===== src/sv/jpp_pkg.sv =====
// ----------------------------------------------------------------------------
// jpp_pkg: shared types, constants and helpers for the JSON pretty printer
// Character codes, level and count widths, the job word that travels from
// the classifier to the emitter, and small character tests.
// ----------------------------------------------------------------------------
package jpp_pkg;

  // Nesting level saturates here
  localparam int LEVEL_W = 3;
  localparam logic [LEVEL_W-1:0] MAX_DEPTH = 3'd7;

  // Space count of one indent: four per level
  localparam int CNT_W = LEVEL_W + 2;

  // Job queue depth
  localparam int QDEPTH = 2;
  localparam int QPTR_W = $clog2(QDEPTH);
  localparam int QCNT_W = $clog2(QDEPTH + 1);

  // Character codes
  localparam logic [7:0] CH_SPACE   = 8'h20;
  localparam logic [7:0] CH_TAB     = 8'h09;
  localparam logic [7:0] CH_CR      = 8'h0D;
  localparam logic [7:0] CH_LF      = 8'h0A;
  localparam logic [7:0] CH_BSLASH  = 8'h5C;
  localparam logic [7:0] CH_QUOTE   = 8'h22;
  localparam logic [7:0] CH_COLON   = 8'h3A;
  localparam logic [7:0] CH_COMMA   = 8'h2C;
  localparam logic [7:0] CH_LBRACE  = 8'h7B;
  localparam logic [7:0] CH_RBRACE  = 8'h7D;
  localparam logic [7:0] CH_LBRACK  = 8'h5B;
  localparam logic [7:0] CH_RBRACK  = 8'h5D;
  localparam logic [7:0] CH_ONE     = 8'h31;

  // Work for one input byte, emitted in field order
  typedef struct packed {
    logic             lead;    // space after a colon
    logic             nla;     // newline of the first indent
    logic [CNT_W-1:0] spa;     // spaces of the first indent
    logic             nlb;     // newline of the second indent
    logic [CNT_W-1:0] spb;     // spaces of the second indent
    logic             chr;     // pass the byte itself
    logic [7:0]       ch;
    logic             doc;     // closing bracket at level zero
  } job_t;

  // Queue status seen by both sides
  typedef struct packed {
    logic full;
    logic empty;
  } qstat_t;

  function automatic logic is_open(input logic [7:0] c);
    return (c == CH_LBRACE) || (c == CH_LBRACK);
  endfunction

  function automatic logic is_close(input logic [7:0] c);
    return (c == CH_RBRACE) || (c == CH_RBRACK);
  endfunction

  function automatic logic is_ws(input logic [7:0] c);
    return (c == CH_SPACE) || (c == CH_TAB) || (c == CH_CR) || (c == CH_LF);
  endfunction

  function automatic logic [CNT_W-1:0] indent_cnt(input logic [LEVEL_W-1:0] lvl);
    return {lvl, 2'b00};
  endfunction

endpackage


===== src/sv/jpp_front.sv =====
// ----------------------------------------------------------------------------
// jpp_front: input classifier
// Takes one byte per cycle while the job queue is not full, tracks string,
// escape and nesting state and turns each byte into a job word for the
// emitter. Bytes that produce nothing update the state and are not queued.
// ----------------------------------------------------------------------------
module jpp_front (
  input  logic                clk,
  input  logic                rst,
  input  logic                in_valid,
  output logic                in_ready,
  input  logic [7:0]          in_byte,
  input  jpp_pkg::qstat_t     qstat,
  output logic                push,
  output jpp_pkg::job_t       push_job
);

  logic [7:0]                  prev_char, prev_char_next;
  logic                        in_string, in_string_next;
  logic                        in_escape, in_escape_next;
  logic [jpp_pkg::LEVEL_W-1:0] nest_level, nest_level_next;
  logic [jpp_pkg::LEVEL_W-1:0] lvl_mid;
  logic                        accept;
  logic                        skip_doc;
  jpp_pkg::job_t               job;

  assign in_ready = !qstat.full;
  assign accept   = in_valid && in_ready;

  // Classify the byte against the state left by the previous one
  always_comb begin
    prev_char_next  = in_byte;
    in_string_next  = in_string;
    in_escape_next  = in_escape;
    nest_level_next = nest_level;
    lvl_mid         = nest_level;
    skip_doc        = 1'b0;
    job             = '0;
    job.ch          = in_byte;

    if (in_string && in_byte == jpp_pkg::CH_BSLASH) begin
      in_escape_next = !in_escape;
      job.chr        = 1'b1;
    end else if (in_escape) begin
      in_escape_next = 1'b0;
      if (in_byte == jpp_pkg::CH_QUOTE) begin
        // escaped quote: quote alone, neutral previous mark
        prev_char_next = jpp_pkg::CH_ONE;
        skip_doc       = 1'b1;
      end
      job.chr = in_string || !jpp_pkg::is_ws(in_byte);
    end else begin
      // string flag flips on the byte after a quote
      in_string_next = in_string ^ (prev_char == jpp_pkg::CH_QUOTE);
      if (!in_string_next) begin
        job.lead = (prev_char == jpp_pkg::CH_COLON);
        if (jpp_pkg::is_open(prev_char)) begin
          if (nest_level < jpp_pkg::MAX_DEPTH) begin
            lvl_mid = nest_level + 1'b1;
          end
          job.nla = 1'b1;
          job.spa = jpp_pkg::indent_cnt(lvl_mid);
        end else if (prev_char == jpp_pkg::CH_COMMA) begin
          job.nla = 1'b1;
          job.spa = jpp_pkg::indent_cnt(nest_level);
        end
        nest_level_next = lvl_mid;
        if (jpp_pkg::is_close(in_byte)) begin
          if (lvl_mid != '0) begin
            nest_level_next = lvl_mid - 1'b1;
          end
          job.nlb = 1'b1;
          job.spb = jpp_pkg::indent_cnt(nest_level_next);
        end else if (jpp_pkg::is_open(in_byte) && prev_char != jpp_pkg::CH_COMMA &&
                     !jpp_pkg::is_open(prev_char)) begin
          job.nlb = 1'b1;
          job.spb = jpp_pkg::indent_cnt(lvl_mid);
        end
      end
      job.chr = in_string_next || !jpp_pkg::is_ws(in_byte);
    end

    job.doc = !skip_doc && (nest_level_next == '0) && jpp_pkg::is_close(in_byte);
  end

  // Only jobs with output go to the queue
  assign push     = accept && (job.lead || job.nla || job.nlb || job.chr);
  assign push_job = job;

  // State registers
  always_ff @(posedge clk) begin
    if (rst) begin
      prev_char  <= '0;
      in_string  <= 1'b0;
      in_escape  <= 1'b0;
      nest_level <= '0;
    end else if (accept) begin
      prev_char  <= prev_char_next;
      in_string  <= in_string_next;
      in_escape  <= in_escape_next;
      nest_level <= nest_level_next;
    end
  end

endmodule


===== src/sv/jpp_queue.sv =====
// ----------------------------------------------------------------------------
// jpp_queue: job queue
// Short register queue between classifier and emitter so that either side
// can stall without holding the other.
// ----------------------------------------------------------------------------
module jpp_queue (
  input  logic            clk,
  input  logic            rst,
  input  logic            push,
  input  jpp_pkg::job_t   push_job,
  input  logic            pop,
  output jpp_pkg::job_t   pop_job,
  output jpp_pkg::qstat_t qstat
);

  jpp_pkg::job_t               slots [jpp_pkg::QDEPTH];
  logic [jpp_pkg::QPTR_W-1:0]  wr_ptr;
  logic [jpp_pkg::QPTR_W-1:0]  rd_ptr;
  logic [jpp_pkg::QCNT_W-1:0]  count;
  logic                        do_push;
  logic                        do_pop;

  assign qstat.full  = (count == jpp_pkg::QCNT_W'(jpp_pkg::QDEPTH));
  assign qstat.empty = (count == '0);
  assign do_push     = push && !qstat.full;
  assign do_pop      = pop && !qstat.empty;
  assign pop_job     = slots[rd_ptr];

  // Storage, no reset needed
  always_ff @(posedge clk) begin
    if (do_push) begin
      slots[wr_ptr] <= push_job;
    end
  end

  // Pointers and fill count
  always_ff @(posedge clk) begin
    if (rst) begin
      wr_ptr <= '0;
      rd_ptr <= '0;
      count  <= '0;
    end else begin
      if (do_push) begin
        wr_ptr <= (wr_ptr == jpp_pkg::QPTR_W'(jpp_pkg::QDEPTH - 1)) ? '0 : wr_ptr + 1'b1;
      end
      if (do_pop) begin
        rd_ptr <= (rd_ptr == jpp_pkg::QPTR_W'(jpp_pkg::QDEPTH - 1)) ? '0 : rd_ptr + 1'b1;
      end
      if (do_push && !do_pop) begin
        count <= count + 1'b1;
      end else if (do_pop && !do_push) begin
        count <= count - 1'b1;
      end
    end
  end

endmodule


===== src/sv/jpp_back.sv =====
// ----------------------------------------------------------------------------
// jpp_back: byte emitter
// Holds one job and plays it out one byte per cycle while the receiver
// keeps up: leading space, first indent, second indent, then the byte
// itself. An output register decouples the emitter from the receiver.
// ----------------------------------------------------------------------------
module jpp_back (
  input  logic            clk,
  input  logic            rst,
  input  jpp_pkg::qstat_t qstat,
  input  jpp_pkg::job_t   pop_job,
  output logic            pop,
  output logic            out_valid,
  input  logic            out_ready,
  output logic [7:0]      out_byte,
  output logic            run_end,
  output logic            doc_end
);

  jpp_pkg::job_t job, job_next;
  logic          job_valid;
  logic [7:0]    byte_sel;
  logic          last;
  logic          advance;

  assign advance = job_valid && (!out_valid || out_ready);
  assign pop     = !qstat.empty && (!job_valid || (advance && last));

  // Pick the first pending piece of the job
  always_comb begin
    job_next = job;
    byte_sel = jpp_pkg::CH_SPACE;
    if (job.lead) begin
      job_next.lead = 1'b0;
    end else if (job.nla) begin
      byte_sel     = jpp_pkg::CH_LF;
      job_next.nla = 1'b0;
    end else if (job.spa != '0) begin
      job_next.spa = job.spa - 1'b1;
    end else if (job.nlb) begin
      byte_sel     = jpp_pkg::CH_LF;
      job_next.nlb = 1'b0;
    end else if (job.spb != '0) begin
      job_next.spb = job.spb - 1'b1;
    end else begin
      byte_sel     = job.ch;
      job_next.chr = 1'b0;
    end
    last = !(job_next.lead || job_next.nla || (job_next.spa != '0) ||
             job_next.nlb || (job_next.spb != '0) || job_next.chr);
  end

  // Current job
  always_ff @(posedge clk) begin
    if (rst) begin
      job_valid <= 1'b0;
    end else if (pop) begin
      job_valid <= 1'b1;
    end else if (advance && last) begin
      job_valid <= 1'b0;
    end
  end

  always_ff @(posedge clk) begin
    if (pop) begin
      job <= pop_job;
    end else if (advance) begin
      job <= job_next;
    end
  end

  // Output register
  always_ff @(posedge clk) begin
    if (rst) begin
      out_valid <= 1'b0;
    end else if (advance) begin
      out_valid <= 1'b1;
    end else if (out_ready) begin
      out_valid <= 1'b0;
    end
  end

  always_ff @(posedge clk) begin
    if (advance) begin
      out_byte <= byte_sel;
      run_end  <= last;
      doc_end  <= last && job.doc;
    end
  end

endmodule


===== src/sv/json_pretty_print_stream_core.sv =====
// ----------------------------------------------------------------------------
// json_pretty_print_stream_core: streaming JSON reindenter
// Reads JSON text a byte at a time and writes it back reindented.
// ----------------------------------------------------------------------------
// Input channel in_valid/in_ready/in_byte carries one text byte per word.
// Output channel out_valid/out_ready carries out_byte, with run_end set on
// the last byte produced for an input byte and doc_end set on that byte
// when the input byte is a closing bracket and leaves the level at zero.
// Whitespace outside strings is not passed on but can carry the space or
// indent owed to the byte before it. A classifier takes one input byte per
// cycle and queues a job for each byte with output; the emitter writes one
// byte per cycle while the receiver keeps up, so an input byte producing k
// bytes (up to 55: an indent at full depth, a closing-bracket indent one
// level down, the byte) holds it for all k. Plain characters flow at one
// per cycle when the output accepts; input stalls once the two-entry job
// queue fills behind a long indent. An accepted byte passes the job queue,
// the job register and the output register. Synchronous reset clears the
// string, escape and level state, empties the queue and drops any pending
// output. When out_ready is low the output word holds, the emitter stops,
// and the queue fills until in_ready falls.
// ----------------------------------------------------------------------------
module json_pretty_print_stream_core (
  input  logic       clk,
  input  logic       rst,
  input  logic       in_valid,
  output logic       in_ready,
  input  logic [7:0] in_byte,
  output logic       out_valid,
  input  logic       out_ready,
  output logic [7:0] out_byte,
  output logic       run_end,
  output logic       doc_end
);

  jpp_pkg::qstat_t qstat;
  jpp_pkg::job_t   push_job;
  jpp_pkg::job_t   pop_job;
  logic            push;
  logic            pop;

  jpp_front u_front (
    .clk      (clk),
    .rst      (rst),
    .in_valid (in_valid),
    .in_ready (in_ready),
    .in_byte  (in_byte),
    .qstat    (qstat),
    .push     (push),
    .push_job (push_job)
  );

  jpp_queue u_queue (
    .clk      (clk),
    .rst      (rst),
    .push     (push),
    .push_job (push_job),
    .pop      (pop),
    .pop_job  (pop_job),
    .qstat    (qstat)
  );

  jpp_back u_back (
    .clk       (clk),
    .rst       (rst),
    .qstat     (qstat),
    .pop_job   (pop_job),
    .pop       (pop),
    .out_valid (out_valid),
    .out_ready (out_ready),
    .out_byte  (out_byte),
    .run_end   (run_end),
    .doc_end   (doc_end)
  );

endmodule


===== config.mk =====
export PLATFORM = sky130hd
export DESIGN_NAME = json_pretty_print_stream_core
export DESIGN_NICKNAME = d
export VERILOG_FILES = /design/src/sv/jpp_pkg.sv /design/src/sv/jpp_front.sv /design/src/sv/jpp_queue.sv /design/src/sv/jpp_back.sv /design/src/sv/json_pretty_print_stream_core.sv
export SDC_FILE = /design/constraint.sdc
export NUM_CORES = 1
export LEC_CHECK = 0
export BUFFER_PORTS_ARGS = -buffer_cell sky130_fd_sc_hd__buf_2
export CAP_MARGIN = 10
export CORE_MARGIN = 2
export CORE_UTILIZATION = 55
export CTS_CLUSTER_DIAMETER = 200
export CTS_CLUSTER_SIZE = 28
export DETAILED_ROUTE_END_ITERATION = 10
export GPL_TIMING_DRIVEN = 0
export MAX_ROUTING_LAYER = met4
export PLACE_DENSITY = 0.73
export SYNTH_ARGS = -nofsm -noshare
export SYNTH_HDL_FRONTEND = slang
export SYNTH_SLANG_ARGS = --single-unit

===== constraint.sdc =====
create_clock -name clk -period 3.9 [get_ports clk]
set_input_delay 0.195 -clock clk [delete_from_list [all_inputs] [get_ports clk]]
set_output_delay 0.195 -clock clk [all_outputs]
set_load 0.05 [all_outputs]

==> summary.txt <==
Critical path
  • Maximum fanout along the worst path: 10
  • Worst path arrival time: 4.05 ns
  • Largest stage delay on the critical path: 0.51 ns
  • Critical Setup Path Class: flop to flop
  • Count of buffering cells on the critical path with inverters included: 3
  • CP required: 4.18 ns
  • Crit path top cell by count: sky130_fd_sc_hd__a31oi_1
  • Startpoint type of the worst setup path: flop
  • CP max-delay cell: sky130_fd_sc_hd__or4b_1
  • Cell Chain, Critical Path: inv_1 > ha_2 > or4b_1 > a31oi_1 > a31oi_1 > a2111o_1 > o41a_1 > buf_6 > buf_2 > ha_1 > or3_1 > a21oi_1
  • Kind of cell adding the most delay to the critical path: compound AO/OA/AOI/OAI gates
  • Critical Path Sink Type: flop

Clocking
  • Clk sink count: 91
  • Hold-fix buffer count after cts: 0
  • CTS Root Buffer Type: sky130_fd_sc_hd__clkbuf_8
  • Bufs on Longest Clock Path: 2
  • H-tree levels: 3
  • Clock tree from TritonCTS: done
  • Number of clock buffers inserted by TritonCTS: 9
  • Clock latency of the later-clocked register in the worst-skew pair: 0.36 ns
  • Clock-pin slew of the registers on the worst-case setup and hold paths: 0.10 ns

Yosys
  • Number of distinct library cell variants in the gate-level netlist after synthesis: 56
  • Async set or reset register ratio after synthesis: 0
  • Top_reg_cell synth: sky130_fd_sc_hd__edfxtp_1
  • Post-Synthesis Cells: 388
  • Number of warnings printed during yosys synthesis: 0
  • Number of synthesized register bits: 91
  • Synth Net Count: 406
  • Mapped Avg Cell Area: 11.4 um2
  • Number of enable-type register cells in the synthesized netlist: 71
  • Cell area after technology mapping: 0.00444 mm2
  • Sequential element share of the synthesized area: 0.571

Floorplanning
  • Initial standard-cell utilization of the core: 0.571
  • Width of the chip: 93.8 um
  • # IOs: 24
  • Die height: 93.8 um
  • Placement Rows: 32
  • Area of the core: 0.00777 mm2
  • Full die area: 0.00880 mm2

Final layout
  • Final nets: 444
  • Fraction of final layout cells with drive strength greater than 1: 0.167
  • Layout Area Growth over Synthesis: 10.8%
  • Filler cells: 614
  • Non-filler instance count after layout: 533
  • Count of antenna diodes in the layout: 0

Detailed routing
  • Drt wl/cell: 14.9 um
  • Initial DRT Pass Iterations: 4
  • Number of routed nets with antenna violations: 0
  • Average vias per placed instance: 5.65
  • Number of vias in the routed layout: 3014
  • Initial detailed-routing violation count: 134
  • Post-detailed-routing wire length: 7960 um
  • Total DRC errors in the routed layout: 0

STA
  • Worst slew pin tran: 0.995 ns
  • Setup repair after global routing missed its margin: false
  • Sum of negative setup slack: 0 ns
  • Count of final max-slew check failures: 0
  • Final period demand of the worst path: 3.76 ns
  • Final Cycle Share: 0.965
  • Worst max-slew margin expressed relative to the limit: 0.327
  • Setup clock skew after layout: 0.0118 ns
  • Maximum clock frequency: 266 MHz
  • Number of endpoints failing setup at the final stage: 0
  • Final hold viol count: 0

Global route
  • Routing usage on met2: 0.315
  • First-pass GRT wire length: 13400 um
  • Layer with the highest usage: met2
  • Largest net degree at the start of global routing: 20
  • Grt total ovfl: 0
  • Global routing usage summed across all routing layers: 0.203
  • Number of antenna violations at the first check in global routing: 0
  • Vias in the first global route: 2809
  • Met1 routing resource usage after global routing: 0.260
  • M3 GR Usage: 0.0449

Placed design
  • I/O Buffers: 23
  • Post-placement cell count: 514
  • Detailed placement HPWL: 5800 um
  • Global placer's final weighted congestion: 0.912

Power and ir drop
  • Power per standard cell area: 674 mW/mm2
  • Leakage power summed over all cells: 1.79 nW
  • Largest vdd supply drop: 0.217 mV

Outcome
  • Outcome: finished clean

Worst hold path
  • Path type of the worst min-delay path: primary input to flop

Job
  • Max Cap Viol: 0
==> synthesized netlist by cell type, types with 3 or more instances <==
library cell	n	area (um2)
sky130_fd_sc_hd__dfxtp_1	20	400
sky130_fd_sc_hd__xnor2_1	3	26.3
sky130_fd_sc_hd__and2_1	15	93.8
sky130_fd_sc_hd__o31ai_1	4	30.0
sky130_fd_sc_hd__ha_1	6	75.1
sky130_fd_sc_hd__nor2_1	40	150
sky130_fd_sc_hd__nand2_1	33	124
sky130_fd_sc_hd__buf_6	3	33.8
sky130_fd_sc_hd__inv_1	11	41.3
sky130_fd_sc_hd__o21ai_0	11	55.1
sky130_fd_sc_hd__nand4b_1	3	26.3
sky130_fd_sc_hd__nor2b_1	7	43.8
sky130_fd_sc_hd__nor3_1	14	70.1
sky130_fd_sc_hd__nand2b_1	7	43.8
sky130_fd_sc_hd__or3_1	6	37.5
sky130_fd_sc_hd__mux2_2	5	56.3
sky130_fd_sc_hd__clkbuf_1	8	30.0
sky130_fd_sc_hd__edfxtp_1	71	2130
sky130_fd_sc_hd__buf_2	3	15.0
sky130_fd_sc_hd__nor4b_1	4	35.0
sky130_fd_sc_hd__nand3_1	10	50.1
sky130_fd_sc_hd__nand3b_1	4	30.0
sky130_fd_sc_hd__a31oi_1	3	18.8
sky130_fd_sc_hd__a22oi_1	3	22.5
sky130_fd_sc_hd__xor2_1	3	26.3
sky130_fd_sc_hd__a21oi_1	16	80.1
sky130_fd_sc_hd__or2_2	6	37.5
sky130_fd_sc_hd__a211oi_1	4	30.0
sky130_fd_sc_hd__mux2i_1	29	290
sky130_fd_sc_hd__or4b_2	3	30.0
==> cell type report <==
class	count	area, um2	area share
sequential	91	2530	0.515
multi-input combinational	271	1790	0.365
timing repair buffer	27	145	0.0295
tap	102	128	0.0260
clock buffer	9	124	0.0252
buffer	15	83.8	0.0171
clock inverter	7	68.8	0.0140
inverter	11	41.3	0.00840
==> routing by layer <==
layer,up-vias,part of all wire,wire length (um)
li1,1513,-,-
met1,1424,0.46,3700
met2,63,0.49,3900
met3,14,0.027,212
met4,0,0.018,146
met5,-,0,0
==> cells by family (layout without fill, tap and decap cells) <==
| group | after synthesis | count (layout) | share of synthesized area |
|---|---|---|---|
| AOI/OAI and AO/OA | 58 | 58 | 0.0872 |
| and+or+nand+nor | 166 | 166 | 0.204 |
| muxes | 35 | 35 | 0.0807 |
| adders and majority gates | 6 | 6 | 0.0169 |
| buffers and inverters | 26 | 69 | 0.0282 |
| DFF | 91 | 91 | 0.571 |
| xor gates and xnor gates | 6 | 6 | 0.0118 |
==> per-stage QoR <==
stage / total power [mW] / area [um2] / hold slack (ns) / util / setup WS (ns)
CTS: 3.31 / 4880 / 0.0508 / 0.628 / 0.0548
detailed placement: 2.70 / 4690 / 0.436 / 0.604 / 0.0906
floorplan: 2.42 / 4440 / 0.294 / - / 0.400
global placement: 2.65 / 4680 / 0.425 / 0.602 / 0.139
finish: 3.31 / 4910 / 0.0733 / 0.633 / 0.137
global route: 3.51 / 4910 / 0.0553 / 0.633 / 0.0119
==> layout by cell type, fill, tap and decap left out, types with 4 or more instances in the layout <==
master,count
sky130_fd_sc_hd__nor2_1,40
sky130_fd_sc_hd__clkbuf_1,8
sky130_fd_sc_hd__nor2b_1,6
sky130_fd_sc_hd__a211oi_1,4
sky130_fd_sc_hd__mux2i_1,29
sky130_fd_sc_hd__and2_1,15
sky130_fd_sc_hd__nand2_1,33
sky130_fd_sc_hd__buf_4,4
sky130_fd_sc_hd__mux2_2,5
sky130_fd_sc_hd__dfxtp_1,20
sky130_fd_sc_hd__edfxtp_1,71
sky130_fd_sc_hd__nand3_1,10
sky130_fd_sc_hd__buf_2,26
sky130_fd_sc_hd__o31ai_1,4
sky130_fd_sc_hd__inv_1,11
sky130_fd_sc_hd__o21ai_0,11
sky130_fd_sc_hd__or2_2,6
sky130_fd_sc_hd__a21oi_1,16
sky130_fd_sc_hd__ha_1,4
sky130_fd_sc_hd__nand3b_1,4
sky130_fd_sc_hd__clkbuf_8,9
sky130_fd_sc_hd__nand2b_1,7
sky130_fd_sc_hd__nor3_1,14
sky130_fd_sc_hd__or3_1,6
==> power by group <==
| part | internal (mW) | switching [mW] | total, mW | leakage [nW] |
|---|---|---|---|---|
| Combinational | 0.456 | 0.718 | 1.17 | 0.849 |
| Sequential | 1.39 | 0.144 | 1.53 | 0.844 |
| Clock | 0.249 | 0.361 | 0.610 | 0.0968 |
==> what timing repair did <==
item                                    CTS  global route
endpoints found under the setup margin    0             1
endpoints found under the hold margin     0             0
buffers inserted                          0             3
gates resized for setup                   0             3
==> state kept, by name, summed over array words and instances (netlist names), 2 cells and up, named ones only <==
register / count
u_front.prev_char: 8
u_back.job: 23
u_queue.count: 2
u_front.nest_level: 3
u_back.out_byte: 8
u_queue.slots: 38
==> final timing paths <==
kind / slack (ns) / cells after the start / from / endpoint
hold reg to reg: 0.48 / 2 / u_front.prev_char[5] / u_front.prev_char[5]
setup / recovery: 0.14 / 12 / u_back.job[10] / u_queue.count[1]
setup reg to reg: 0.14 / 12 / u_back.job[10] / u_queue.count[1]
hold / removal: 0.07 / 1 / in_byte[6] / u_queue.slots[1][7]
No activity file was read; power rests on OpenSTA's default activity.
